$ cat config.mk
export PLATFORM = sky130hd
export DESIGN_NAME = ddo_csr
export DESIGN_NICKNAME = d
export VERILOG_FILES = /design/src/ddo_pkg.sv /design/src/ddo_csr.sv
export SDC_FILE = /design/constraint.sdc
export NUM_CORES = 1
export LEC_CHECK = 0
export BUFFER_PORTS_ARGS = -buffer_cell sky130_fd_sc_hd__buf_2
export CAP_MARGIN = 5
export CELL_PAD_IN_SITES_DETAIL_PLACEMENT = 0
export CELL_PAD_IN_SITES_GLOBAL_PLACEMENT = 1
export CORE_UTILIZATION = 31
export DETAILED_ROUTE_END_ITERATION = 7
export MAX_ROUTING_LAYER = met4
export PLACE_DENSITY = 0.79
export SYNTH_ARGS = -nofsm -noshare
export SYNTH_HDL_FRONTEND = slang
export SYNTH_SLANG_ARGS = --single-unit
$ cat constraint.sdc
create_clock -name clock -period 1.2 [get_ports clock]
set_input_delay 0.18 -clock clock [delete_from_list [all_inputs] [get_ports clock]]
set_output_delay 0.18 -clock clock [all_outputs]
set_load 0.02 [all_outputs]
$ cat src/ddo_pkg.sv
// ----------------------------------------------------------------------------
// ddo_pkg: shared types and constants of the differential-drive odometry block
// Holds the fixed-point constants, the CORDIC arctangent table, the controller
// state type and the command bundle passed from controller to datapath.
// ----------------------------------------------------------------------------
package ddo_pkg;

   // Scaled wheel speed times elapsed microseconds fits in 52 bits of magnitude.
   localparam int MAG_W      = 52;
   // Distance magnitude before the cosine/sine scaling.
   localparam int DM_W       = 42;
   localparam int DM_LO_W    = 20;
   localparam int DM_SHIFT   = 22;
   localparam int CORDIC_W   = 34;
   localparam int IDX_W      = 5;
   localparam int ATAN_N     = 32;

   localparam logic [13:0] DIST_DIV     = 14'd15625;
   localparam logic [25:0] ANGLE_RATE_K = 26'd44798134;
   localparam logic [33:0] CORDIC_GAIN  = 34'd652032874;

   localparam logic [15:0] ENCODER_SCALE_RST  = 16'd655;
   localparam logic [23:0] INV_WHEEL_BASE_RST = 24'd242726;

   typedef enum logic {
      REG_ENCODER_SCALE  = 1'b0,
      REG_INV_WHEEL_BASE = 1'b1
   } csr_idx_type;

   typedef enum logic [3:0] {
      ST_IDLE,
      ST_SCALE,
      ST_RATE,
      ST_TIME,
      ST_ANGLE,
      ST_LOAD,
      ST_ITER,
      ST_DIST,
      ST_PROD_LO,
      ST_PROD_HI,
      ST_ROUND,
      ST_COMMIT
   } state_type;

   typedef struct packed {
      logic             load;
      logic             scale;
      logic             rate;
      logic             mul_time;
      logic             angle;
      logic             load_div;
      logic             div_en;
      logic             cordic_en;
      logic [IDX_W-1:0] cordic_idx;
      logic             distance;
      logic             prod_lo;
      logic             prod_hi;
      logic             round;
      logic             commit;
   } cmd_type;

   // atan(2^-i) as a binary angle, 2^32 = two pi.
   function automatic logic [31:0] atan_entry(input logic [IDX_W-1:0] idx);
      logic [31:0] r;
      case (idx)
         5'd0:  r = 32'h20000000;
         5'd1:  r = 32'h12E4051E;
         5'd2:  r = 32'h09FB385B;
         5'd3:  r = 32'h051111D4;
         5'd4:  r = 32'h028B0D43;
         5'd5:  r = 32'h0145D7E1;
         5'd6:  r = 32'h00A2F61E;
         5'd7:  r = 32'h00517C55;
         5'd8:  r = 32'h0028BE53;
         5'd9:  r = 32'h00145F2F;
         5'd10: r = 32'h000A2F98;
         5'd11: r = 32'h000517CC;
         5'd12: r = 32'h00028BE6;
         5'd13: r = 32'h000145F3;
         5'd14: r = 32'h0000A2F9;
         5'd15: r = 32'h0000517D;
         5'd16: r = 32'h000028BE;
         5'd17: r = 32'h0000145F;
         5'd18: r = 32'h00000A30;
         5'd19: r = 32'h00000518;
         5'd20: r = 32'h0000028C;
         5'd21: r = 32'h00000146;
         5'd22: r = 32'h000000A3;
         5'd23: r = 32'h00000051;
         5'd24: r = 32'h00000029;
         5'd25: r = 32'h00000014;
         5'd26: r = 32'h0000000A;
         5'd27: r = 32'h00000005;
         5'd28: r = 32'h00000003;
         5'd29: r = 32'h00000001;
         5'd30: r = 32'h00000001;
         default: r = 32'h00000000;
      endcase
      return r;
   endfunction

endpackage

$ cat src/ddo_csr.sv
// ----------------------------------------------------------------------------
// ddo_csr: configuration registers
// APB-style register file holding the encoder scale and reciprocal wheel base.
// ----------------------------------------------------------------------------
module ddo_csr
   import ddo_pkg::*;
(
   input  logic        clock,
   input  logic        reset,
   input  logic        psel,
   input  logic        penable,
   input  logic        pwrite,
   input  logic [2:0]  paddr,
   input  logic [31:0] pwdata,
   output logic [31:0] prdata,
   output logic        pready,
   output logic [15:0] encoder_scale,
   output logic [23:0] inv_wheel_base
);

   logic [15:0] scale_ff, scale_in;
   logic [23:0] iwb_ff, iwb_in;
   csr_idx_type idx;
   logic        wr;

   assign idx    = csr_idx_type'(paddr[2]);
   assign wr     = psel & penable & pwrite;
   assign pready = 1'b1;

   always_comb begin
      scale_in = scale_ff;
      iwb_in   = iwb_ff;
      if (wr) begin
         unique case (idx)
            REG_ENCODER_SCALE:  scale_in = pwdata[15:0];
            REG_INV_WHEEL_BASE: iwb_in   = pwdata[23:0];
            default: ;
         endcase
      end
   end

   always_comb begin
      unique case (idx)
         REG_ENCODER_SCALE:  prdata = {16'd0, scale_ff};
         REG_INV_WHEEL_BASE: prdata = {8'd0, iwb_ff};
         default:            prdata = 32'd0;
      endcase
   end

   always_ff @(posedge clock) begin
      if (reset) begin
         scale_ff <= ENCODER_SCALE_RST;
         iwb_ff   <= INV_WHEEL_BASE_RST;
      end else begin
         scale_ff <= scale_in;
         iwb_ff   <= iwb_in;
      end
   end

   assign encoder_scale  = scale_ff;
   assign inv_wheel_base = iwb_ff;

endmodule

==> metrics.md <==
| Metric | Value |
|---|---|
| Number of different library cells in the post-synthesis netlist | 15 |
| Post-route cell area | 2970 um^2 |
| Share of synthesized area spent on multiplexers | 0.287 |
| WP data arrival | 1030 ps |
| Die boundary height | 82.8 um |
| Detailed-route via count | about 1.7k |
| Worst clock skew | 0 ps |
| Total gr overflow | 0 |
| Total negative slack for setup checks | -7.12 ps |
| Critical Path Start Type | flop |
| Total CTS buffers | 5 |
| Clock-pin slew on the worst setup and hold paths | 80 ps |
| Setup Viol. Count Final | 1 |
| Area taken by multi-input logic gates | about 1100 um^2 |
| Detail Placement HPWL | 3.06 mm |
| Outcome | finished, violations left |
| Number of antenna violations at the first check in global routing | 0 |
| Horizontal extent of the die | 82.8 um |
| Longest Clk Path Bufs | 2 |
| IR drop worst, VDD | 0.378 mV |
| CTS tree | done |
| Clock tree root buffer cell | clkbuf_8 |
| Minimum clock period after layout | between 1000 and 1500 ps |
| Wire length of the first global-routing pass | 7.11 mm |
| Detailed Route Iter0 Violations | 33 |
| Start point of the critical path | encoder_scale[12]$_SDFFE_PP0P_ |
| Worst Hold Class | in2reg |
| Reg2Reg Capture Point | inv_wheel_base[1]$_SDFFE_PP1P_ |
| Pre-CTS setup slack | -0.349 ps |
| Failing checks | setup timing |
| Start-to-end type of the worst setup path | reg2out |
| WL met1 | 2.05 mm |
| Final cycle utilization of the critical path | 1.01 |
| Cell Count, Final, Fillers Out | between 300 and 400 |
| Final worst slack | -7.12 ps |
| Cells after DPL | 369 |
| Crit path to | prdata[12] |
| Via count of the first global-routing pass | 1536 |
| ANT nets after route | 0 |
| Share of layout cells above drive strength 1 | 0.556 |
| Post-layout net count | 362 |
| Cell area power density | 921 nW/um^2 |
| DRT Wirelength | about 4.7 mm |
| DIE AREA | between 6000 and 7000 um^2 |
| Area occupied by registers | about 840 um^2 |
| Post-synthesis compound-gate area fraction | 0 |
| Leakage power | about 1.4 nW |
| I/O Pins | 113 |
| XOR/XNOR Fraction of Synth Area | 0 |
| GPL Wtd Cong | 0.666 |
| Critical R2R Launch | inv_wheel_base[1]$_SDFFE_PP1P_ |
| Maximum number of pins on one net before global-route repair | 74 |
| Gr usage total | 0.144 |
| Path depth of the worst reg2reg path | 3 |
| Top metal layer carrying routed signals | met4 |
| Final hold vios | 0 |
| Starting density of the core | 0.320 |
| Clock net sink count | 40 |
| Routed wire per std cell | 11.7 um |
| Basic-gate share of the synthesized area counting and, or, nand and nor cells | 0.233 |
| Most common library cell in the layout ignoring fill and taps | buf_2 |
| Share of synthesized area occupied by flip-flops and latches | 0.396 |
| Detailed route wirelength on metal2 | 2.30 mm |
| Highest attainable clock frequency | just over 800 MHz |
| Largest fanout of any net on the critical path | 3 |
| Dominant combinational cell family by area after synthesis | multiplexers |
| Total number of H-tree levels | 2 |
| Seq cells post-synth | 40 |
| Filler cell count in the final layout | 620 |
| Number of diodes | 0 |
| Highest-count cells in the layout ignoring fill and taps | buf_2 (76), nand2b_1 (45), mux2i_1 (40) |
| Gate Count Post-Synth | 207 |
| Critical Path End Type | output port |
| Minimum setup slack among reg-to-reg paths | 460 ps |
| Unrepaired setup endpoints after global routing | true |
| Max-cap check violation count | 0 |
| Area after detailed placement | 2540 um^2 |
| Number of cell rows | 29 |
| Post-Syn Area per Cell | between 9 and 10 um^2 |
| Data required time of the worst path | 1020 ps |
| Mapped Area | 2020 um^2 |
| 1st-pass router iterations | 4 |
| Pins over their slew limit | 0 |
| Count of buffers inserted at the top-level ports | 93 |
| Post-layout total power | about 2.7 mW |
| Worst skew pair latency | 280 ps |
| Worst hold slack across all endpoints | 154 ps |
| Average vias per placed instance | 4.35 |
| Sum of met3 wire segment lengths after detailed routing | 280 um |
| Area share of fa/ha/maj cells after synthesis | 0 |
| Area of the core | 6310 um^2 |
| Synth-to-Final Area Change | 46.8% |
| Post-route DRC violation count | 0 |
| Warning count from the yosys run | 0 |
| Final core utilization | 0.470 |
## power by group
group          internal (mW)  total [mW]  switching, mW  leakage, nW
registers               1.36        1.38         0.0177        0.327
logic                  0.253       0.518          0.265         1.02
clock network          0.396       0.838          0.443       0.0410
## worst min path at each step
stage / startpoint / slack, ps / end / cells after the start
2_1_floorplan: pwdata[10] / 340 / encoder_scale[10]$_SDFFE_PP0P_ / 2
5_1_grt: pwdata[12] / 150 / encoder_scale[12]$_SDFFE_PP0P_ / 3
3_5_place_dp: pwdata[17] / 450 / inv_wheel_base[17]$_SDFFE_PP1P_ / 3
4_1_cts: pwdata[12] / 140 / encoder_scale[12]$_SDFFE_PP0P_ / 3
3_3_place_gp: pwdata[17] / 440 / inv_wheel_base[17]$_SDFFE_PP1P_ / 3
6_report: pwdata[12] / 150 / encoder_scale[12]$_SDFFE_PP0P_ / 3
## cell usage after synthesis
master	n	share of area
nor2_1	28	0.052
clkbuf_1	8	0.015
nand4_1	1	0.0031
dfxtp_1	40	0.40
nand2b_1	45	0.14
buf_6	5	0.028
and2_1	8	0.025
and4b_1	1	0.0049
nand4b_1	1	0.0043
conb_1	2	0.0037
and4_1	1	0.0043
mux2_2	16	0.089
buf_4	9	0.033
buf_2	2	0.0049
mux2i_1	40	0.20
## worst max-delay path, cell delays in order, from the launching register on
cell,delay [ps]
dfxtp_2,340
mux2_2,270
buf_6,130
## cells by family after synthesis
logic type / after synthesis
buffers and inverters: 24
flip-flops: 40
AND/OR/NAND/NOR: 85
other: 2
multiplexers: 56
## cell type report
class	instances	share of cell area
well taps	77	0.0324
repair buffers	125	0.282
flip-flops and latches	40	0.283
clock inverters	1	0.00168
clock buffers	6	0.0244
multi-input cells	150	0.377
## sequential cells by signal, indices dropped and copies added (netlist names)
register and flops:
inv_wheel_base 24, encoder_scale 16
## metal layers
layer,vias to the layer above,global-route usage
li1,888,-
met1,786,0.163
met3,7,0.0361
met5,-,-
met2,54,0.248
met4,0,0.0466
## what timing repair did
| action | 4_1_cts | 5_1_grt |
|---|---|---|
| setup buffers | 21 | 2 |
| gates resized for setup | 62 | 13 |
| hold buffers | 0 | 0 |
| endpoints found under the setup margin | 16 | 18 |
Power figures use the tool's default switching activity.
