[src/ddo_pkg.sv]
// ----------------------------------------------------------------------------
// ddo_pkg: shared types and constants of the differential-drive odometry block
// Holds the fixed-point constants, the CORDIC arctangent table, the controller
// state type and the command bundle passed from controller to datapath.
// ----------------------------------------------------------------------------
package ddo_pkg;

   // Scaled wheel speed times elapsed microseconds fits in 52 bits of magnitude.
   localparam int MAG_W      = 52;
   // Distance magnitude before the cosine/sine scaling.
   localparam int DM_W       = 42;
   localparam int DM_LO_W    = 20;
   localparam int DM_SHIFT   = 22;
   localparam int CORDIC_W   = 34;
   localparam int IDX_W      = 5;
   localparam int ATAN_N     = 32;

   localparam logic [13:0] DIST_DIV     = 14'd15625;
   localparam logic [25:0] ANGLE_RATE_K = 26'd44798134;
   localparam logic [33:0] CORDIC_GAIN  = 34'd652032874;

   localparam logic [15:0] ENCODER_SCALE_RST  = 16'd655;
   localparam logic [23:0] INV_WHEEL_BASE_RST = 24'd242726;

   typedef enum logic {
      REG_ENCODER_SCALE  = 1'b0,
      REG_INV_WHEEL_BASE = 1'b1
   } csr_idx_type;

   typedef enum logic [3:0] {
      ST_IDLE,
      ST_SCALE,
      ST_RATE,
      ST_TIME,
      ST_ANGLE,
      ST_LOAD,
      ST_ITER,
      ST_DIST,
      ST_PROD_LO,
      ST_PROD_HI,
      ST_ROUND,
      ST_COMMIT
   } state_type;

   typedef struct packed {
      logic             load;
      logic             scale;
      logic             rate;
      logic             mul_time;
      logic             angle;
      logic             load_div;
      logic             div_en;
      logic             cordic_en;
      logic [IDX_W-1:0] cordic_idx;
      logic             distance;
      logic             prod_lo;
      logic             prod_hi;
      logic             round;
      logic             commit;
   } cmd_type;

   // atan(2^-i) as a binary angle, 2^32 = two pi.
   function automatic logic [31:0] atan_entry(input logic [IDX_W-1:0] idx);
      logic [31:0] r;
      case (idx)
         5'd0:  r = 32'h20000000;
         5'd1:  r = 32'h12E4051E;
         5'd2:  r = 32'h09FB385B;
         5'd3:  r = 32'h051111D4;
         5'd4:  r = 32'h028B0D43;
         5'd5:  r = 32'h0145D7E1;
         5'd6:  r = 32'h00A2F61E;
         5'd7:  r = 32'h00517C55;
         5'd8:  r = 32'h0028BE53;
         5'd9:  r = 32'h00145F2F;
         5'd10: r = 32'h000A2F98;
         5'd11: r = 32'h000517CC;
         5'd12: r = 32'h00028BE6;
         5'd13: r = 32'h000145F3;
         5'd14: r = 32'h0000A2F9;
         5'd15: r = 32'h0000517D;
         5'd16: r = 32'h000028BE;
         5'd17: r = 32'h0000145F;
         5'd18: r = 32'h00000A30;
         5'd19: r = 32'h00000518;
         5'd20: r = 32'h0000028C;
         5'd21: r = 32'h00000146;
         5'd22: r = 32'h000000A3;
         5'd23: r = 32'h00000051;
         5'd24: r = 32'h00000029;
         5'd25: r = 32'h00000014;
         5'd26: r = 32'h0000000A;
         5'd27: r = 32'h00000005;
         5'd28: r = 32'h00000003;
         5'd29: r = 32'h00000001;
         5'd30: r = 32'h00000001;
         default: r = 32'h00000000;
      endcase
      return r;
   endfunction

endpackage

[src/ddo_ctrl.sv]
// ----------------------------------------------------------------------------
// ddo_ctrl: odometry sequencer
// State machine that steps the datapath through one request and owns the
// handshakes of both channels.
// ----------------------------------------------------------------------------
module ddo_ctrl
   import ddo_pkg::*;
#(
   parameter int CORDIC_STEPS       = 24,
   parameter int POSITION_FRAC_BITS = 16
)
(
   input  logic    clock,
   input  logic    reset,
   input  logic    req_valid,
   output logic    req_ready,
   output logic    rsp_valid,
   input  logic    rsp_ready,
   output cmd_type cmd
);

   localparam int DIV_STEPS = (MAG_W + POSITION_FRAC_BITS + 1) / 2;
   localparam int ITER      = (DIV_STEPS > CORDIC_STEPS) ? DIV_STEPS : CORDIC_STEPS;
   localparam int CNT_W     = $clog2(ITER + 1);

   state_type        state_ff, state_in;
   logic [CNT_W-1:0] cnt_ff, cnt_in;
   logic             rsp_valid_ff, rsp_valid_in;
   logic             out_free;

   assign out_free = !rsp_valid_ff || rsp_ready;

   always_comb begin
      state_in = state_ff;
      unique case (state_ff)
         ST_IDLE:    if (req_valid) state_in = ST_SCALE;
         ST_SCALE:   state_in = ST_RATE;
         ST_RATE:    state_in = ST_TIME;
         ST_TIME:    state_in = ST_ANGLE;
         ST_ANGLE:   state_in = ST_LOAD;
         ST_LOAD:    state_in = ST_ITER;
         ST_ITER:    if (cnt_ff == CNT_W'(ITER - 1)) state_in = ST_DIST;
         ST_DIST:    state_in = ST_PROD_LO;
         ST_PROD_LO: state_in = ST_PROD_HI;
         ST_PROD_HI: state_in = ST_ROUND;
         ST_ROUND:   state_in = ST_COMMIT;
         ST_COMMIT:  if (out_free) state_in = ST_IDLE;
         default:    state_in = ST_IDLE;
      endcase
   end

   always_comb begin
      cmd          = '0;
      req_ready    = 1'b0;
      cnt_in       = cnt_ff;
      rsp_valid_in = rsp_valid_ff && !rsp_ready;
      cmd.cordic_idx = cnt_ff[IDX_W-1:0];
      unique case (state_ff)
         ST_IDLE: begin
            req_ready = 1'b1;
            cmd.load  = req_valid;
         end
         ST_SCALE:   cmd.scale    = 1'b1;
         ST_RATE:    cmd.rate     = 1'b1;
         ST_TIME:    cmd.mul_time = 1'b1;
         ST_ANGLE:   cmd.angle    = 1'b1;
         ST_LOAD: begin
            cmd.load_div = 1'b1;
            cnt_in       = '0;
         end
         ST_ITER: begin
            cmd.div_en    = cnt_ff < CNT_W'(DIV_STEPS);
            cmd.cordic_en = cnt_ff < CNT_W'(CORDIC_STEPS);
            cnt_in        = cnt_ff + 1'b1;
         end
         ST_DIST:    cmd.distance = 1'b1;
         ST_PROD_LO: cmd.prod_lo  = 1'b1;
         ST_PROD_HI: cmd.prod_hi  = 1'b1;
         ST_ROUND:   cmd.round    = 1'b1;
         ST_COMMIT: begin
            if (out_free) begin
               cmd.commit   = 1'b1;
               rsp_valid_in = 1'b1;
            end
         end
         default: ;
      endcase
   end

   always_ff @(posedge clock) begin
      if (reset) begin
         state_ff     <= ST_IDLE;
         cnt_ff       <= '0;
         rsp_valid_ff <= 1'b0;
      end else begin
         state_ff     <= state_in;
         cnt_ff       <= cnt_in;
         rsp_valid_ff <= rsp_valid_in;
      end
   end

   assign rsp_valid = rsp_valid_ff;

   // A commit never overwrites a response that has not been taken.
   a_commit_free: assert property (@(posedge clock) disable iff (reset)
      cmd.commit |-> out_free)
      else $error("commit while response still pending");

   // An accepted request starts the sequence in the next cycle.
   a_accept_start: assert property (@(posedge clock) disable iff (reset)
      (req_valid && req_ready) |=> (state_ff == ST_SCALE))
      else $error("accepted request did not start the sequence");

   // The iteration count starts from zero.
   a_iter_start: assert property (@(posedge clock) disable iff (reset)
      (state_ff == ST_LOAD) |=> (cnt_ff == '0 && state_ff == ST_ITER))
      else $error("iteration count not cleared");

   // A commit always raises the response valid.
   a_commit_valid: assert property (@(posedge clock) disable iff (reset)
      cmd.commit |=> rsp_valid_ff)
      else $error("commit did not raise response valid");

endmodule

[config.mk]
export PLATFORM = sky130hd
export DESIGN_NAME = ddo_ctrl
export DESIGN_NICKNAME = d
export VERILOG_FILES = /design/src/ddo_pkg.sv /design/src/ddo_ctrl.sv
export SDC_FILE = /design/constraint.sdc
export NUM_CORES = 1
export LEC_CHECK = 0
export ABC_AREA = 0
export ABC_CLOCK_PERIOD_IN_PS = 1300
export BUFFER_PORTS_ARGS = -buffer_cell sky130_fd_sc_hd__buf_2
export CORE_UTILIZATION = 43
export DETAILED_ROUTE_END_ITERATION = 6
export GPL_TIMING_DRIVEN = 0
export PLACE_DENSITY = 0.69
export SLEW_MARGIN = 20
export SYNTH_ARGS = -nofsm -noshare
export SYNTH_HDL_FRONTEND = slang
export SYNTH_SLANG_ARGS = --single-unit
[constraint.sdc]
create_clock -name clock -period 1.3 [get_ports clock]
set_input_delay 0.26 -clock clock [delete_from_list [all_inputs] [get_ports clock]]
set_output_delay 0.26 -clock clock [all_outputs]
set_load 0.01 [all_outputs]
==> impl_metrics.yaml <==
run_status:
  status: "complete, but fails checks"
  violations: "setup timing"
timing:
  fin_crit_ps: 1540
  final.period_utilization_pct: 118
  worst_slack_ps: -239
  hold_viol_final: 0
  finalMaxSlewViolations: 0
  setup_viol: 17
  hold_ws_ps: 287
  tightest_slew_ps: 518
  clock-skew-final_ps: 5.67
  fmax_mhz: 650
  maxSlewHeadroom_pct: 65.5
  rsz0062_at_grt: "true"
  tns_ps: -2480
clock_tree:
  holdBufCountCts: 0
  tritoncts: "yes"
  cts_sinks: 11
  htreeDepth: 1
  clock_latency_ps: 270
  clk_pin_slew_ps: 70
  cts_buffer_depth: 2
  cts-root-buf: "clkbuf_4"
  cts_made_buffers: 3
setup_path:
  cpMaxStageDelayCell: "dfxtp_4"
  required_ps: 1040
  worstPathCellList: "nand2b_4, or2_4, nor2b_1, buf_2"
  path_class: "reg -> out"
  slowest_delay_ps: 370
  crit_arrival_ps: 1280
  crit_fanout: 5
  critPathLaunchType: "flop"
  end_kind: "output pin"
  r2r_start: "state_ff[2]"
  critPathLaunch: "state_ff[2]"
  path_delay_family: "simple AND/OR/NAND/NOR gates"
  cp.buffers_inverters: 1
floorplanning:
  pin_count: 24
  placementRows: 14
  die_w_um: 42.8
  dieArea_sq_um: 1830
  initial_core_util_pct: 46.9
  core_sq_um: 1520
  die_y_um: 42.8
finish:
  fin_area_sq_um: 1180
  diodes: 0
  mostFrequentLayoutCell: "buf_2"
  layout-drive-gt1-share_pct: 58.1
  final_cell_mix: "buf_2, buf_4, nand2_1"
  fill_cells: 107
  num-nets-final: 136
  area_delta_synth_final_pct: 65.0
  stdcell_count: 145
placement:
  routabilityCongestion: 0.797
  place_area_sq_um: 873
  dp_hpwl_um: 1210
  place_inst: 129
  port_buffers: 23
yosys:
  synth_seq_area_share_pct: 30.8
  synth.avg_cell_area_sq_um: 7.94
  yosys_warnings: 0
  synthDistinctLibCells: 33
  synth_nets: 96
  syn_area_sq_um: 714
  synthCells: 90
  synth-seq-cells: 11
global_route:
  grt_max_degree: 11
  grt_first_pass_wirelength_um: 3460
  grt_pass1_vias: 780
  overflow: 0
  antenna_found_initial: 0
  track_usage_pct: 25.0
power:
  power_leakage_nw: 0.494
  power_density_nw_per_um2: 678
  peakVddDrop_uv: 550
  finalPower_uw: 799
detailed_routing:
  drt_iter0_markers: 17
  wl_um: 2250
  ant_nets: 0
  firstDrtPassIters: 4
  via_count: 846
  avgViaCountPerCell: 5.83
  drcViolationCount: 0
  routedWlPerCell_um: 15.5
min_path:
  min_path_type: "in -> reg"
  min-delay-start: "reset"
job:
  drv_cap: 0
routing by layer:
layer | share of wire, % | vias to the layer above | global-route usage [%] | wire length [um]
li1 | - | 409 | - | -
met1 | 43 | 402 | 29.0 | 961
met2 | 51 | 29 | 43.6 | 1150
met3 | 4.5 | 6 | 6.38 | 101
met4 | 1.5 | 0 | 8.75 | 34
met5 | 0 | - | 0 | 0
state kept, by name (all words and copies together), names as in the netlist:
register,cells
state_ff,4
cnt_ff,6
rsp_valid,1
layout make-up:
type / count / area, sq um / area share, %
Multi-Input combinational cell: 67 / 556 / 47.1
Sequential cell: 11 / 240 / 20.4
Timing Repair Buffer: 35 / 220 / 18.7
Buffer: 11 / 113 / 9.55
Clock buffer: 4 / 26.3 / 2.23
Tap cell: 16 / 20.0 / 1.70
Inverter: 1 / 3.75 / 0.318
repair_timing:
| action | 4_1_cts | 5_1_grt |
|---|---|---|
| pin swaps | 7 | 10 |
| resized for setup | 31 | 17 |
| setup buffers | 8 | 3 |
| endpoints found under the setup margin | 21 | 20 |
| gates cloned | 0 | 1 |
report_power, final:
part	internal [mW]	switching [mW]	total, mW
logic	0.102	0.0926	0.195
clock network	0.119	0.122	0.241
registers	0.341	0.0223	0.363
tightest hold or removal path, stage by stage:
cell     delay [ps]
buf_2           100
a21oi_1          40
o21ai_0          70
a31oi_1          50
Yosys cell counts, drive strengths merged:
library cell	count	area share, %
a211oi	2	2.1
a21oi	5	3.5
a311oi	3	3.7
a31oi	5	4.4
a41oi	2	2.5
and2	1	0.88
and4bb	1	1.8
buf	6	6.0
clkbuf	5	2.6
dfxtp	11	31
ha	2	3.5
inv	1	0.52
nand2	7	3.7
nand2b	7	6.1
nand3	2	1.4
nand3b	1	1.1
nand4bb	1	2.3
nor2	6	3.2
nor2b	1	0.88
nor3	7	4.9
nor3b	1	1.1
nor4	1	0.88
nor4b	1	1.2
o211ai	1	1.1
o21ai	3	2.1
o31a	1	1.2
o32ai	1	1.2
o41ai	1	1.2
or2	1	0.88
or4	1	1.1
xnor2	1	1.2
xor2	1	1.2
path summary, 6_finish.rpt:
kind	endpoint	depth (start not counted)	slack, ps
setup / recovery	cmd[0]	4	-240
hold / removal	state_ff[1]	4	290
setup reg to reg	cnt_ff[5]	5	-200
hold reg to reg	rsp_valid	2	540
stage by stage:
| stage | worst slack [ps] | utilization, % |
|---|---|---|
| finish | -239 | 77.3 |
| global route | -294 | 77.3 |
| CTS | -224 | 70.7 |
| detailed placement | -194 | 57.3 |
| global placement | -173 | 57.3 |
| floorplan | -10.3 | - |
kinds of logic (layout without fill, tap and decap cells):
kind of cell,count (synthesis),count (layout),share of synthesized area (%)
and+or+nand+nor,39,39,31.2
AOI/OAI and AO/OA,24,24,22.9
buffers and inverters,12,51,9.11
DFF,11,11,30.8
xor gates and xnor gates,2,2,2.45
adders and majority gates,2,2,3.50
No activity file was read; power rests on OpenSTA's default activity.
